## config.mk

```make
export PLATFORM = sky130hd
export DESIGN_NAME = nbc_cfg_regs_flat
export DESIGN_NICKNAME = d
export VERILOG_FILES = /design/src/nbc_pkg.sv /design/src/nbc_if.sv /design/src/nbc_cfg_regs.sv /design/src/flat_wrapper.sv
export SDC_FILE = /design/constraint.sdc
export NUM_CORES = 1
export LEC_CHECK = 0
export BUFFER_PORTS_ARGS = -buffer_cell sky130_fd_sc_hd__buf_2
export CAP_MARGIN = 0
export CORE_AREA = 5 5 75 77
export DETAILED_ROUTE_END_ITERATION = 16
export DIE_AREA = 0 0 80 82
export PLACE_DENSITY = 0.77
export SKIP_LAST_GASP = 1
export SLEW_MARGIN = 40
export SYNTH_ARGS = -nofsm -noshare
export SYNTH_HDL_FRONTEND = slang
export SYNTH_SLANG_ARGS = --single-unit
```

## constraint.sdc

```tcl
create_clock -name clk_i -period 1.25 [get_ports clk_i]
set_clock_uncertainty 0.2 [all_clocks]
set_input_delay 0.1875 -clock clk_i [delete_from_list [all_inputs] [get_ports clk_i]]
set_output_delay 0.1875 -clock clk_i [all_outputs]
set_load 0.02 [all_outputs]
```

## src/nbc_pkg.sv

```systemverilog
// Package: field widths, command and status codes, register indexes and reset values.
`default_nettype none
package nbc_pkg;

  localparam int POS_W     = 11;
  localparam int LEN_W     = 12;
  localparam int DRAW_W    = 16;
  localparam int REC_W     = 16;
  localparam int OUT_CNT_W = 16;
  localparam int CFG_IDX_W = 2;
  localparam int CFG_DAT_W = 16;

  localparam int MAX_BITS_DEF    = 2048;
  localparam int COUNT_WIDTH_DEF = 16;

  typedef enum logic [1:0] {
    CMD_LOAD  = 2'd0,
    CMD_GEN   = 2'd1,
    CMD_READ  = 2'd2,
    CMD_CLEAR = 2'd3
  } cmd_e;

  typedef enum logic [1:0] {
    STAT_OK     = 2'd0,
    STAT_REPEAT = 2'd1,
    STAT_RANGE  = 2'd2
  } status_e;

  localparam logic [CFG_IDX_W-1:0] REG_CODE_LENGTH = 2'd0;
  localparam logic [CFG_IDX_W-1:0] REG_RECORD_TGT  = 2'd1;
  localparam logic [CFG_IDX_W-1:0] REG_FLIP_THR    = 2'd2;
  localparam logic [CFG_IDX_W-1:0] REG_KEEP_THR    = 2'd3;

  localparam logic [LEN_W-1:0]  CODE_LENGTH_RST = 12'd2048;
  localparam logic [REC_W-1:0]  RECORD_TGT_RST  = 16'd16384;
  localparam logic [DRAW_W-1:0] FLIP_THR_RST    = 16'd62259;
  localparam logic [DRAW_W-1:0] KEEP_THR_RST    = 16'd64225;

  localparam logic [REC_W-1:0] REC_MAX = {REC_W{1'b1}};

  typedef struct packed {
    logic [LEN_W-1:0]  code_length;
    logic [REC_W-1:0]  record_target;
    logic [DRAW_W-1:0] flip_thr;
    logic [DRAW_W-1:0] keep_thr;
  } cfg_t;

endpackage
`default_nettype wire

```

## src/nbc_if.sv

```systemverilog
// Channel interfaces: command items in, result items out, configuration writes.
`default_nettype none


interface nbc_cfg_if import nbc_pkg::*; ();
  logic                 valid;
  logic                 ready;
  logic [CFG_IDX_W-1:0] index;
  logic [CFG_DAT_W-1:0] data;

  modport source (output valid, index, data, input ready);
  modport sink (input valid, index, data, output ready);
endinterface
`default_nettype wire

```

## src/nbc_cfg_regs.sv

```systemverilog
// Configuration registers written through the configuration channel.
`default_nettype none
module nbc_cfg_regs import nbc_pkg::*; (
  input  wire logic clk_i,
  input  wire logic rst_ni,
  nbc_cfg_if.sink   cfg_ch,
  output cfg_t      cfg_o
);

  cfg_t cfg_q;

  assign cfg_ch.ready = 1'b1;

  always_ff @(posedge clk_i or negedge rst_ni) begin
    if (!rst_ni) begin
      cfg_q.code_length   <= CODE_LENGTH_RST;
      cfg_q.record_target <= RECORD_TGT_RST;
      cfg_q.flip_thr      <= FLIP_THR_RST;
      cfg_q.keep_thr      <= KEEP_THR_RST;
    end else if (cfg_ch.valid) begin
      case (cfg_ch.index)
        REG_CODE_LENGTH: cfg_q.code_length   <= cfg_ch.data[LEN_W-1:0];
        REG_RECORD_TGT:  cfg_q.record_target <= cfg_ch.data[REC_W-1:0];
        REG_FLIP_THR:    cfg_q.flip_thr      <= cfg_ch.data[DRAW_W-1:0];
        REG_KEEP_THR:    cfg_q.keep_thr      <= cfg_ch.data[DRAW_W-1:0];
        default: ;
      endcase
    end
  end

  assign cfg_o = cfg_q;

endmodule
`default_nettype wire

```

## src/flat_wrapper.sv

```systemverilog
// flat-port wrapper written by rule: the top's interface ports become plain ports
module nbc_cfg_regs_flat import nbc_pkg::*;
  (clk_i, rst_ni, cfg_o, cfg_ch_valid, cfg_ch_index, cfg_ch_data, cfg_ch_ready);
  nbc_cfg_if cfg_ch_i ();
  input  wire logic clk_i;
  input  wire logic rst_ni;
  output cfg_t cfg_o;
  input wire logic [$bits(cfg_ch_i.valid)-1:0] cfg_ch_valid;
  input wire logic [$bits(cfg_ch_i.index)-1:0] cfg_ch_index;
  input wire logic [$bits(cfg_ch_i.data)-1:0] cfg_ch_data;
  output wire logic [$bits(cfg_ch_i.ready)-1:0] cfg_ch_ready;
  assign cfg_ch_i.valid = cfg_ch_valid;
  assign cfg_ch_i.index = cfg_ch_index;
  assign cfg_ch_i.data = cfg_ch_data;
  assign cfg_ch_ready = cfg_ch_i.ready;
  nbc_cfg_regs u_core (.clk_i(clk_i), .rst_ni(rst_ni), .cfg_ch(cfg_ch_i), .cfg_o(cfg_o));
endmodule
```

-- After elaboration in Yosys (flattened, before gate mapping)
Cells that the tools add are included.
- register bits after elaboration: 60
- output and inout port bits: 61
- logic and storage cells: 12
- eq/ne operators: 3
- reductions and logical operators: 5
- operators with widths (kind ; number):
    $reduce_and A2 Y1 ; 4
    $eq A2 B2 Y1 const B ; 2
    $eq A2 B1 Y1 const B ; 1
    $logic_not A2 Y1 ; 1

-- Depth between registers and ports, before layout
- depth after elaboration: 2
- mapped depth: 3
- gate-level depth less buffers: 2

-- Worst setup path before layout
OpenSTA, ideal clock, no wires.
- path type: input -> register
- start: input cfg_ch_index[1]
- end: register u_core.cfg_q, in the netlist u_core.cfg_o[49]
- data arrival time: 945 ps
- data required time: 925 ps
- setup slack: -20 ps
- cell stages on the path: 3
- path buffers: 1
- cell sequence: nor3b_2 -> buf_4 -> mux2_2
- word-level cells in the longest chain between the ends: 2
- RTL lines (item ; RTL line ; text):
    from (decl) ; flat_wrapper.sv:9 ; input wire logic [$bits(cfg_ch_i.index)-1:0] cfg_ch_index;
    $logic_not A2 Y1 ; nbc_cfg_regs.sv:21 ; case (cfg_ch.index)
    $reduce_and A2 Y1 (no line) ; n/a ;
    to (decl) ; nbc_cfg_regs.sv:10 ; cfg_t cfg_q;
Every way passes these cells.
A chain may end at the register's enable or synchronous reset.

-- Worst setup path after layout
- start: register u_core.cfg_q, in the netlist u_core.cfg_o[9]
- end: output cfg_o[9] (netlist bit)
- RTL lines (item ; RTL line ; text):
    to (decl) ; flat_wrapper.sv:7 ; output cfg_t cfg_o;
No word-level cell between the ends.

==> results.cfg <==
[run_status]
status = complete, but fails checks
violations = setup timing

[sta]
fin_crit_sh = 1.11
rsz0062_at_grt = yes
max_freq_ghz = 0.722
setup_ws_ps = -135
finalHoldViolCount = 0
drv_slew = 0
fin_crit_ps = 1380
holdWs_ps = 106
setup_violations = 39

[clock_network]
numCtsBuffers = 9
clk_latency_ps = 330
cts-root-buf = clkbuf_8
clk_pin_slew_ps = 70
clkSinkCount = 60
cts_tree = done
cts_buffer_depth = 2
h-tree-depth = 3

[floorplan]
floorplan.die.height_um = 82
design.die.area_um2 = 6560
io_pins = 82
coreArea_um2 = 4940
initial_core_util = 0.463
num_rows = 26
die_w_um = 80

[drt]
drtIter0Drc = 89
drc = 0
finalWirelength_um = 5840
via_count = 1534
wire_per_inst_um = 18.1
postRouteAntennaNets = 0
via_per_inst = 4.76
drtPass1Iterations = 4

[setup_path]
criticalPathCategory = reg2out
crit_buf_inv = 1
r2r-end = u_core.cfg_o[50]
required_ps = 860
cp.arrival_ps = 1000
cp_slowest_cell = dfstp_2
endpoint_kind = output port
worstPathMaxFanout = 2
worstPathCellList = buf_6
critPathMaxStageDelay_ps = 540
cp_top_family = flip-flops
r2r_cells = 2
r2r_slack_ps = 140
critical_path.startpoint_type = flop
r2r-start = u_core.cfg_o[50]

[worst_hold_path]
hold_path.class = in2async

[placed_design]
portBuffers = 80
routabilityCongestion = 0.718
dp_hpwl_um = 3580
dp.cells = 283

[layout]
final_cell_mix = mux2_2 (60), buf_6 (60), dfrtp_1 (38)
diodes = 0
finalNonFillerCells = 322
largest_reg_flops = 60
syn_to_final_growth_pct = 60.0
final_nets = 268
post-route-util = 0.740
drive_gt1_frac = 0.770

[global_routing]
grt_overflow_total = 0
grt_pass1_vias = 1627
gr-usage-all-layers = 0.187
grt_start_max_net_pins = 22
grt_pass1_wl_um = 8830
antenna_found_initial = 0

[flow_run]
drv_cap = 0

[logic_synthesis]
ys_warn_count = 0
yosysSeqAreaShare = 0.668
syn_avg_cell_area_um2 = 17.6
synth_area_um2 = 2290
synth_cells = 130
ys_types = 9
synth_nets = 151
synth-seq-cells = 60

[power_and_ir_drop]
cellPowerDensity_nw_per_um2 = 1740
max-vdd-ir-drop_mv = 0.962
p_leak_nw = 1.67
total_power_mw = 6.38
-- cells by family after synthesis --
logic type    synth area share
simple gates            0.0197
other cells            0.00164
flops                    0.668
buf+inv                 0.0153
mux                      0.295
-- layer usage --
metal / wire length (µm) / GRT usage / vias to the layer above
met5: 0 / 0 / -
met4: 197 / 0.117 / 0
met3: 256 / 0.0450 / 16
met2: 3180 / 0.325 / 39
met1: 2200 / 0.205 / 783
li1: - / - / 696
-- worst max path at each step --
stage | startpoint | end | slack (ps) | cells past startpoint
2_1_floorplan | cfg_ch_index[1] | u_core.cfg_o[49] | 7 | 3
3_3_place_gp | cfg_ch_index[1] | u_core.cfg_o[56] | -130 | 4
3_5_place_dp | cfg_ch_index[1] | u_core.cfg_o[57] | -160 | 4
4_1_cts | u_core.cfg_o[17] | cfg_o[17] | -140 | 1
5_1_grt | u_core.cfg_o[5] | cfg_o[5] | -170 | 1
6_report | u_core.cfg_o[9] | cfg_o[9] | -130 | 1
-- power by group --
group	switching, mW	total, mW	leakage, nW	internal, mW
combinational	0.891	1.99	0.883	1.10
clock	0.709	1.70	0.103	0.994
sequential	0.267	2.68	0.681	2.42
-- cell type report --
| type | instances | area [µm²] |
|---|---|---|
| timing repair buffer | 111 | 1110 |
| clock buffer | 16 | 200 |
| sequential | 60 | 1530 |
| tap | 70 | 87.6 |
| fill | 314 | 1280 |
| multi-input combinational | 65 | 731 |
-- cells in the mapped netlist (all sizes together) --
| cell | n | share of area |
|---|---|---|
| buf | 5 | 0.015 |
| dfrtp | 38 | 0.42 |
| nand3b | 2 | 0.0098 |
| mux2 | 60 | 0.30 |
| dfstp | 22 | 0.25 |
| nor3b | 1 | 0.0055 |
| nand3 | 1 | 0.0044 |
| conb | 1 | 0.0016 |
-- stage by stage --
step	cell area (µm²)	setup WS (ps)	setup TNS, ps
2_1_floorplan	2290	6.54	0
3_3_place_gp	2870	-126	-3290
3_5_place_dp	2870	-158	-4150
4_1_cts	3630	-140	-3240
5_1_grt	3660	-165	-4240
6_report	3660	-135	-2840
-- what timing repair did --
action / CTS / global route
endpoints found under the setup margin: 60 / 60
hold buffers: 17 / 0
pin swaps: 0 / 0
gates resized for setup: 120 / 0
buffers inserted: 2 / 4
hold endpoints to repair: 100 / 0
Note: power is estimated with default switching activity, not from simulation.
