File: config.mk
export PLATFORM = sky130hd
export DESIGN_NAME = nbc_ram
export DESIGN_NICKNAME = d
export VERILOG_FILES = /design/src/nbc_ram.sv
export SDC_FILE = /design/constraint.sdc
export NUM_CORES = 1
export LEC_CHECK = 0
export CAP_MARGIN = 20
export CORE_AREA = 8 8 45 47
export CTS_CLUSTER_DIAMETER = 200
export DETAILED_ROUTE_END_ITERATION = 12
export DIE_AREA = 0 0 53 55
export DONT_BUFFER_PORTS = 1
export PLACE_DENSITY = 0.3
export SYNTH_ARGS = -nofsm -noshare
export SYNTH_HDL_FRONTEND = slang
export SYNTH_SLANG_ARGS = --single-unit
File: constraint.sdc
create_clock -name clk_i -period 1.3 [get_ports clk_i]
set_input_delay 0.065 -clock clk_i [delete_from_list [all_inputs] [get_ports clk_i]]
set_output_delay 0.065 -clock clk_i [all_outputs]
set_load 0.01 [all_outputs]
File: src/nbc_ram.sv
// Generic simple dual-port RAM with one write port and a registered read port.
`default_nettype none
module nbc_ram #(
  parameter int WIDTH = 1,
  parameter int DEPTH = 4,
  localparam int AW   = (DEPTH > 1) ? $clog2(DEPTH) : 1
) (
  input  wire logic             clk_i,
  input  wire logic             we_i,
  input  wire logic [AW-1:0]    waddr_i,
  input  wire logic [WIDTH-1:0] wdata_i,
  input  wire logic [AW-1:0]    raddr_i,
  output logic      [WIDTH-1:0] rdata_o
);

  logic [WIDTH-1:0] mem_q [DEPTH];
  logic [WIDTH-1:0] rdata_q;

  always_ff @(posedge clk_i) begin
    if (we_i) begin
      mem_q[waddr_i] <= wdata_i;
    end
    rdata_q <= mem_q[raddr_i];
  end

  assign rdata_o = rdata_q;

endmodule
`default_nettype wire

After elaboration in Yosys (flattened, before gate mapping)
Memories as Yosys holds them, arrays and structs flattened. A register that Yosys moved wholly into a read port is not among the register bits.
Cells that the tools add are included.

storage, ports and cells
  register bits = 0
  RAM bits = 4
  output and inout bits = 1
  word-level logic and storage cells = 3
  memories = 1

operators by class
  muxes and demuxes = 2

memories
  name   words  width  read ports  clocked after Yosys merged registers in  write ports  RTL line  RTL
  mem_q  4      1      1           1                                        1            16        logic [WIDTH-1:0] mem_q [DEPTH];

operators with widths
  cell              number
  2-to-1 mux 1 bit  2

Depth between registers and ports, before layout
Gate-level depths: netlist (run 1).

  word-level depth = 2
  depth in mapped cells = 1
  mapped depth without buffers = 1

Least setup slack after synthesis (run 1)
Ideal clock, no wire load.

  path type = register to register
  from = mem mem_q[3]
  to = reg rdata_q, in the netlist rdata_o (read register of mem_q)
  setup time = 134 ps
  arrival = 774 ps
  slack = 391 ps
  stages on the path, launching flop included = 2
  path buffers = 0
  clock period less this slack = 909 ps
  cell sequence = edfxtp_1 -> mux4_2

RTL lines
  what         RTL line  RTL
  from (decl)  16
  to (decl)    17        logic [WIDTH-1:0] rdata_q;

No word-level cell between the ends.

Final worst setup path (run 1)
  from = mem mem_q[3]
  to = reg rdata_q, in the netlist rdata_o (read register of mem_q)

No word-level cell between the ends.

==> results of run 1 <==
==> cell type report <==
| cell class | count | area (µm²) |
|---|---|---|
| Clock buffer | 3 | 22.5 |
| Clock inverter | 1 | 5.00 |
| Fill cell | 145 | 1120 |
| Multi-Input combinational cell | 5 | 53.8 |
| Sequential cell | 5 | 140 |
| Timing Repair Buffer | 2 | 20.0 |
| Tap cell | 16 | 20.0 |
==> per-layer routing <==
| layer | part of all wire | global-route usage | vias up |
|---|---|---|---|
| li1 | - | - | 52 |
| met1 | 0.41 | 0.0293 | 46 |
| met2 | 0.30 | 0.0313 | 10 |
| met3 | 0.26 | 0.0508 | 3 |
| met4 | 0.023 | 0.0259 | 0 |
| met5 | 0 | 0 | - |
==> power groups by stage <==
stage	logic [mW]	clock network, mW	registers (mW)
floorplan	0.00968	0	0.189
global placement	0.0105	0	0.190
detailed placement	0.0109	0	0.190
CTS	0.0173	0.189	0.187
global route	0.0180	0.200	0.187
finish	0.0169	0.180	0.187
==> final timing paths <==
kind                   start  endpoint  cells past startpoint
setup / recovery    mem_q[3]   rdata_o                      1
hold / removal    waddr_i[0]  mem_q[0]                      1
setup reg to reg    mem_q[3]   rdata_o                      1
hold reg to reg     mem_q[1]   rdata_o                      1
==> cells in the mapped netlist <==
| library cell | n |
|---|---|
| nor3b_1 | 1 |
| and3b_1 | 2 |
| mux4_2 | 1 |
| dfxtp_1 | 1 |
| edfxtp_1 | 4 |
| and3_1 | 1 |
==> repair_timing <==
action                                  in CTS  in global routing
setup buffers                                0                  0
hold buffers                                 2                  0
endpoints found under the hold margin        5                  0
endpoints found under the setup margin       0                  0
==> cells by family after synthesis <==
kind of cell / after synthesis / synth area share
and+or+nand+nor: 4 / 0.161
DFF: 5 / 0.723
muxes: 1 / 0.116
==> state kept, by name, summed over array words and instances (netlist names) <==
name     cells
mem_q        4
rdata_o      1
==> flow_summary.yaml, run 1 <==
die:
  core_um2: 1380
  die_w_um: 53
  initial_core_util: 0.140
  fp-row-count: 14
  die_h_um: 55
  die_area_um2: 2920
  io_pins: 8
logic_synthesis:
  synth-seq-area-share: 0.723
  synth.top_cell.area_share: 0.619
  syn_inst: 10
  synth_area_leaders: "edfxtp_1 (62%), mux4_2 (12%), dfxtp_1 (10%)"
  synth_top_area_cell: "edfxtp_1"
  synth_nets: 17
  synth_warnings: 0
  ys_seq_elements: 5
  synthesis.area_um2: 194
  avgSynthCellArea_um2: 19.4
  synth.distinct_cells: 6
pwr:
  power_frac_seq: 0.486
  p_sw_uw: 77.5
  p_clk_frac: 0.470
  swShare: 0.202
  cellPowerDensity_nw_per_um2: 1470
  leakage_nw: 0.0986
  comb_power_share: 0.044
  ir_drop_mv: 0.518
  p_int_uw: 307
  power.total_uw: 384
critical_path:
  reg2reg_slack_ns: 0.36
  startpoint_type: "flop"
  critical_path.cell_chain: "mux4_2"
  cp_num_buf_inv: 0
  required_ns: 1.41
  cp_slowest_cell: "mux4_2"
  crit_type: "reg2reg"
  worstSetupEndpointType: "flop"
  critPathMaxStageDelay_ns: 0.46
  cp.arrival_ns: 1.06
  cp_top_family: "multiplexers"
  critPathMaxFanout: 1
final_layout:
  stdcell_count: 32
  antenna_cells: 0
  final_cell_area_um2: 262
  nets: 24
  layout.cells.most_common: "edfxtp_1"
  drive_above_1_share: 0.313
  final_cell_mix: "edfxtp_1 (4), clkbuf_4 (3), and3b_1 (2), dlygate4sd3_1 (2)"
  syn_to_final_growth_pct: 34.8
  final_core_util: 0.189
routing:
  drt-vias-per-instance: 3.47
  post_drt_wl_per_cell_um: 10.8
  vias: 111
  first_iter_violations: 1
  drt_wl_total_um: 345
  ant_nets: 0
  drc: 0
  drtPass1Iterations: 4
place:
  place_inst: 26
  dpl_cell_area_um2: 214
  io_buffers: 0
  pre_cts_slack_ns: 0.364
  gp_congestion: 0.546
global_route:
  grt_max_degree: 5
  grt_pass1_vias: 132
  antenna_found_initial: 0
  grt_pass1_wl_um: 565
  grt_use_total: 0.0330
  grt_overflow_total: 0
clock_network:
  clk_latency_ns: 0.25
  cts_root_buf: "clkbuf_4"
  ctsResizeCount: 0
  htree_num_levels: 1
  path_clk_slew_ns: 0.05
  cts_buffer_depth: 2
  clock-sinks: 5
  cts_made_buffers: 3
  cts_tree: "yes"
status:
  status: "completed"
timing:
  tightest_slew_ns: 0.272
  slew_headroom: 0.818
  tns_ns: 0
  clock_skew_ns: 0.00730
  finalSetupViolCount: 0
  fin_crit_sh: 0.724
  rsz0062_at_grt: "no"
  hold_ws_ns: 0.0266
  final_hold_viol_count: 0
  maxClockFrequency_mhz: 1060
  drv_slew: 0
  period_minus_slack_ns: 0.942
  worst_slack_ns: 0.358
run:
  cap_violations: 0
worst_hold_path:
  hp-class: "in2reg"
Note: power is estimated with default switching activity, not from simulation.
==> inputs of run 2 (changes only) <==
==> constraint.sdc (replaced) <==
create_clock -name clk_i -period 0.9 [get_ports clk_i]
set_input_delay 0.045 -clock clk_i [delete_from_list [all_inputs] [get_ports clk_i]]
set_output_delay 0.045 -clock clk_i [all_outputs]
set_load 0.01 [all_outputs]
==> run 2 against run 1 <==
The flow now finishes with violations (negative setup slack); setup slack lost 0.39 ns; design area shrank 0.48%; final cell count is the same; register-to-register slack lost 0.39 ns; sequential share of layout area grew 0.26 points; sequential power grew 44%; count of clock-buffer cells in the layout grew 1; combinational power grew 44%; maximum frequency grew 0.92%; core utilization shrank 0.090 points; global-route usage shrank 0.33 points; routed wire length grew 3.5%.
==> flow_summary.yaml, run 2 (synthesis gave the netlist of run 1 again) <==
final_layout:
  final_cell_mix: "edfxtp_1 (4), clkbuf_4 (3), and3b_1 (2), dlygate4sd3_1 (2)"
  syn_to_final_growth_pct: 34.2
  layout.cells.most_common: "edfxtp_1"
  drive_above_1_share: 0.250
  top_register: "mem_q"
  largest_reg_flops: 4
  multi_input_area_um2: 53.8
  final_cell_area_um2: 260
  seqCellArea_um2: 140
  nets: 24
  final_core_util: 0.188
  fillers: 150
  antenna_cells: 0
routing:
  drc: 0
  vias: 104
  ant_nets: 0
  first_iter_violations: 5
  post_drt_wl_per_cell_um: 11.2
  drtPass1Iterations: 4
  drt_wl_total_um: 357
  drt-vias-per-instance: 3.25
clock_network:
  clk_latency_ns: 0.24
  ctsResizeCount: 0
  cts_tree: "yes"
  cts_made_buffers: 3
  cts_buffer_depth: 2
  path_clk_slew_ns: 0.04
  htree_num_levels: 1
  clock-sinks: 5
  cts_root_buf: "clkbuf_4"
critical_path:
  critPathMaxStageDelay_ns: 0.46
  worstSetupEndpointType: "flop"
  cp.arrival_ns: 1.05
  cp_slowest_cell: "mux4_2"
  cp_num_buf_inv: 0
  startpoint_type: "flop"
  r2r-start: "mem_q[3]"
  setup.worst_path.start: "mem_q[3]"
  cp_top_family: "multiplexers"
  critPathMaxFanout: 1
  critical_path.cell_chain: "mux4_2"
  required_ns: 1.01
  crit_type: "reg2reg"
global_route:
  antenna_found_initial: 0
  use_met1: 0.0324
  grtUsageMet2: 0.0254
  grt_max_degree: 5
  grt_pass1_vias: 120
  grt.busiest_layer: "met4"
  grt_pass1_wl_um: 538
  grt_use_total: 0.0297
  groute.layer.met3.usage: 0.0294
  grt_overflow_total: 0
die:
  die_h_um: 55
  initial_core_util: 0.140
  core_um2: 1380
  die_w_um: 53
  fp-row-count: 14
  io_pins: 8
  die_area_um2: 2920
timing:
  rsz0062_at_grt: "yes"
  slew_headroom: 0.829
  tns_ns: -0.0331
  final_hold_viol_count: 0
  worst_slack_ns: -0.0331
  fin_crit_sh: 1.04
  finalSetupViolCount: 1
  clock_skew_ns: 0.00593
  tightest_slew_ns: 0.255
  period_minus_slack_ns: 0.933
  maxClockFrequency_mhz: 1070
  drv_slew: 0
pwr:
  ir_drop_mv: 0.482
  power.total_uw: 547
  cellPowerDensity_nw_per_um2: 2100
  leakage_nw: 0.0959
place:
  pre_cts_slack_ns: -0.0432
  io_buffers: 0
  gp_congestion: 0.556
  dpl_cell_area_um2: 214
status:
  status: "complete, but fails checks"
  violations: "negative setup slack"
worst_hold_path:
  hp-class: "in2reg"
  min_from: "waddr_i[0]"
run:
  cap_violations: 0
==> run 2: final timing paths <==
kind / end / slack, ns / depth (start not counted)
max: rdata_o / -0.03 / 1
max reg2reg: rdata_o / -0.03 / 1
min reg2reg: rdata_o / 0.56 / 1
min: mem_q[0] / 0.02 / 1
==> run 2: per-stage QoR <==
step	hold WS [ns]	cells
after CTS	0.00828	32
final	0.0195	32
after floorplan	0.144	10
after detailed placement	0.144	26
after global routing	0.00753	32
after global placement	0.144	26
==> run 2: layout make-up <==
| class | count | area share |
|---|---|---|
| Multi-Input combinational cell | 5 | 0.207 |
| Timing Repair Buffer | 2 | 0.0769 |
| Tap cell | 16 | 0.0769 |
| Sequential cell | 5 | 0.538 |
| Clock buffer | 4 | 0.101 |
==> run 2: metal layers <==
layer	part of all wire	vias to the layer above	wire (µm)
li1	-	53	-
met1	0.46	42	164
met2	0.31	7	109
met3	0.21	2	74
met4	0.022	0	8
met5	0	-	0
==> run 2: power breakdown <==
group          total, mW  switching [mW]  internal (mW)
logic             0.0243         0.00682         0.0174
clock network      0.252          0.0848          0.167
registers          0.270         0.00563          0.265
total              0.547          0.0972          0.449
==> run 2: repair_timing <==
action / 4_1_cts / 5_1_grt
endpoints found under the hold margin: 5 / 0
setup endpoints to repair: 1 / 1
buffers inserted: 0 / 0
hold buffers: 2 / 0
pin swaps: 0 / 0
==> inputs of run 3 (changes only) <==
--- a/config.mk
+++ b/config.mk
@@ -6,10 +6,10 @@
 export NUM_CORES = 1
 export LEC_CHECK = 0
 export CAP_MARGIN = 20
-export CORE_AREA = 8 8 45 47
+export CORE_AREA = 2 2 39 41
 export CTS_CLUSTER_DIAMETER = 200
 export DETAILED_ROUTE_END_ITERATION = 12
-export DIE_AREA = 0 0 53 55
+export DIE_AREA = 0 0 41 43
 export DONT_BUFFER_PORTS = 1
 export PLACE_DENSITY = 0.3
 export SYNTH_ARGS = -nofsm -noshare
==> constraint.sdc (replaced) <==
create_clock -name clk_i -period 0.9 [get_ports clk_i]
set_input_delay 0.045 -clock clk_i [delete_from_list [all_inputs] [get_ports clk_i]]
set_output_delay 0.045 -clock clk_i [all_outputs]
set_load 0.005 [all_outputs]
==> run 3 against run 2 <==
The run still ends with negative setup slack left; hold slack worse by 0.011 ns; combinational power about the same; core utilization grew 0.090 points; setup slack got worse by 0.011 ns; largest cell class unchanged.
==> flow_summary.yaml, run 3 (synthesis gave the netlist of run 1 again) <==
status:
  status: "complete, but fails checks"
  violations: "negative setup slack"
global_route:
  grt_overflow_total: 0
  grt_pass1_vias: 122
  grt_max_degree: 5
  antenna_found_initial: 0
  grt_pass1_wl_um: 517
  grt_use_total: 0.0527
final_layout:
  seqCellArea_um2: 140
  multi_input_area_um2: 53.8
  largest_reg_flops: 4
  antenna_cells: 0
  stdcell_count: 32
  final_cell_mix: "edfxtp_1 (4), clkbuf_4 (3), and3b_1 (2), dlygate4sd3_1 (2)"
  syn_to_final_growth_pct: 34.8
  layout.cells.most_common: "edfxtp_1"
  final_cell_area_um2: 262
  fillers: 154
  top_register: "mem_q"
  nets: 24
  drive_above_1_share: 0.313
critical_path:
  required_ns: 1.01
  worstSetupEndpointType: "flop"
  r2r-start: "mem_q[0]"
  critPathMaxStageDelay_ns: 0.45
  cp_num_buf_inv: 0
  cp_top_family: "multiplexers"
  cp.arrival_ns: 1.05
  critical_path.cell_chain: "mux4_2"
  crit_type: "reg2reg"
  cp_slowest_cell: "mux4_2"
  setup.worst_path.start: "mem_q[0]"
  startpoint_type: "flop"
  critPathMaxFanout: 1
die:
  core_um2: 1380
  die_h_um: 43
  die_area_um2: 1760
  die_w_um: 41
  initial_core_util: 0.140
  io_pins: 8
  fp-row-count: 14
clock_network:
  cts_tree: "yes"
  path_clk_slew_ns: 0.05
  htree_num_levels: 1
  cts_buffer_depth: 2
  cts_made_buffers: 3
  clock-sinks: 5
  cts_root_buf: "clkbuf_4"
  cts_hold_buffers: 2
  clk_latency_ns: 0.24
pwr:
  swShare: 0.191
  p_int_uw: 443
  comb_power_share: 0.044
  ir_drop_mv: 0.506
  cellPowerDensity_nw_per_um2: 2090
  leakage_nw: 0.0986
  power.total_uw: 547
  power_frac_seq: 0.490
  p_clk_frac: 0.466
  p_sw_uw: 104
routing:
  first_iter_violations: 0
  ant_nets: 0
  drt-vias-per-instance: 3.44
  drt_wl_total_um: 294
  drtPass1Iterations: 1
  post_drt_wl_per_cell_um: 9.19
  drc: 0
  vias: 110
timing:
  tns_ns: -0.0443
  rsz0062_at_grt: "yes"
  finalSetupViolCount: 1
  tightest_slew_ns: 0.250
  period_minus_slack_ns: 0.944
  drv_slew: 0
  hold_ws_ns: 0.00827
  clock_skew_ns: 0.00521
  slew_headroom: 0.833
  fin_crit_sh: 1.05
  final_hold_viol_count: 0
  maxClockFrequency_mhz: 1060
  worst_slack_ns: -0.0443
place:
  dpl_cell_area_um2: 214
  gp_congestion: 0.579
  place_inst: 26
  io_buffers: 0
worst_hold_path:
  min_from: "waddr_i[0]"
  hp-class: "in2reg"
run:
  cap_violations: 0
-- run 3: power groups by stage --
stage                     logic [mW]  registers [mW]  clock network (mW)
after global routing          0.0264           0.270               0.289
after CTS                     0.0249           0.268               0.271
after global placement        0.0153           0.273                   0
final                         0.0243           0.268               0.255
after detailed placement      0.0156           0.272                   0
after floorplan               0.0140           0.271                   0
-- run 3: cell type report --
type | count | share of cell area
flip-flops and latches | 5 | 0.536
repair buffers | 2 | 0.0766
multi-input cells | 5 | 0.206
clock inverters | 1 | 0.0191
well taps | 16 | 0.0766
clock buffers | 3 | 0.0861
-- run 3: path summary, 6_finish.rpt --
kind | endpoint | slack (ns) | cells past startpoint
setup / recovery | rdata_o | -0.04 | 1
hold / removal | mem_q[0] | 0.008 | 1
setup reg to reg | rdata_o | -0.04 | 1
hold reg to reg | rdata_o | 0.56 | 1
-- run 3: what timing repair did --
| action | CTS | global route |
|---|---|---|
| resized for setup | 0 | 0 |
| endpoints found under the hold margin | 5 | 1 |
| setup endpoints to repair | 1 | 1 |
| setup buffers | 0 | 0 |
-- run 3: per-stage QoR --
step | worst slack (ns) | utilization
6_report | -0.0443 | 0.189
3_3_place_gp | -0.0220 | 0.155
5_1_grt | -0.0916 | 0.189
2_1_floorplan | -0.00882 | -
4_1_cts | -0.0493 | 0.189
3_5_place_dp | -0.0350 | 0.155
-- run 3: routing by layer --
layer	vias to the layer above	global-route usage	share of wire	wire, µm
li1	52	-	-	-
met1	49	0.0530	0.38	111
met2	9	0.0531	0.38	111
met3	0	0.0681	0.24	71
met4	0	0.0400	0	0
met5	-	0	0	0
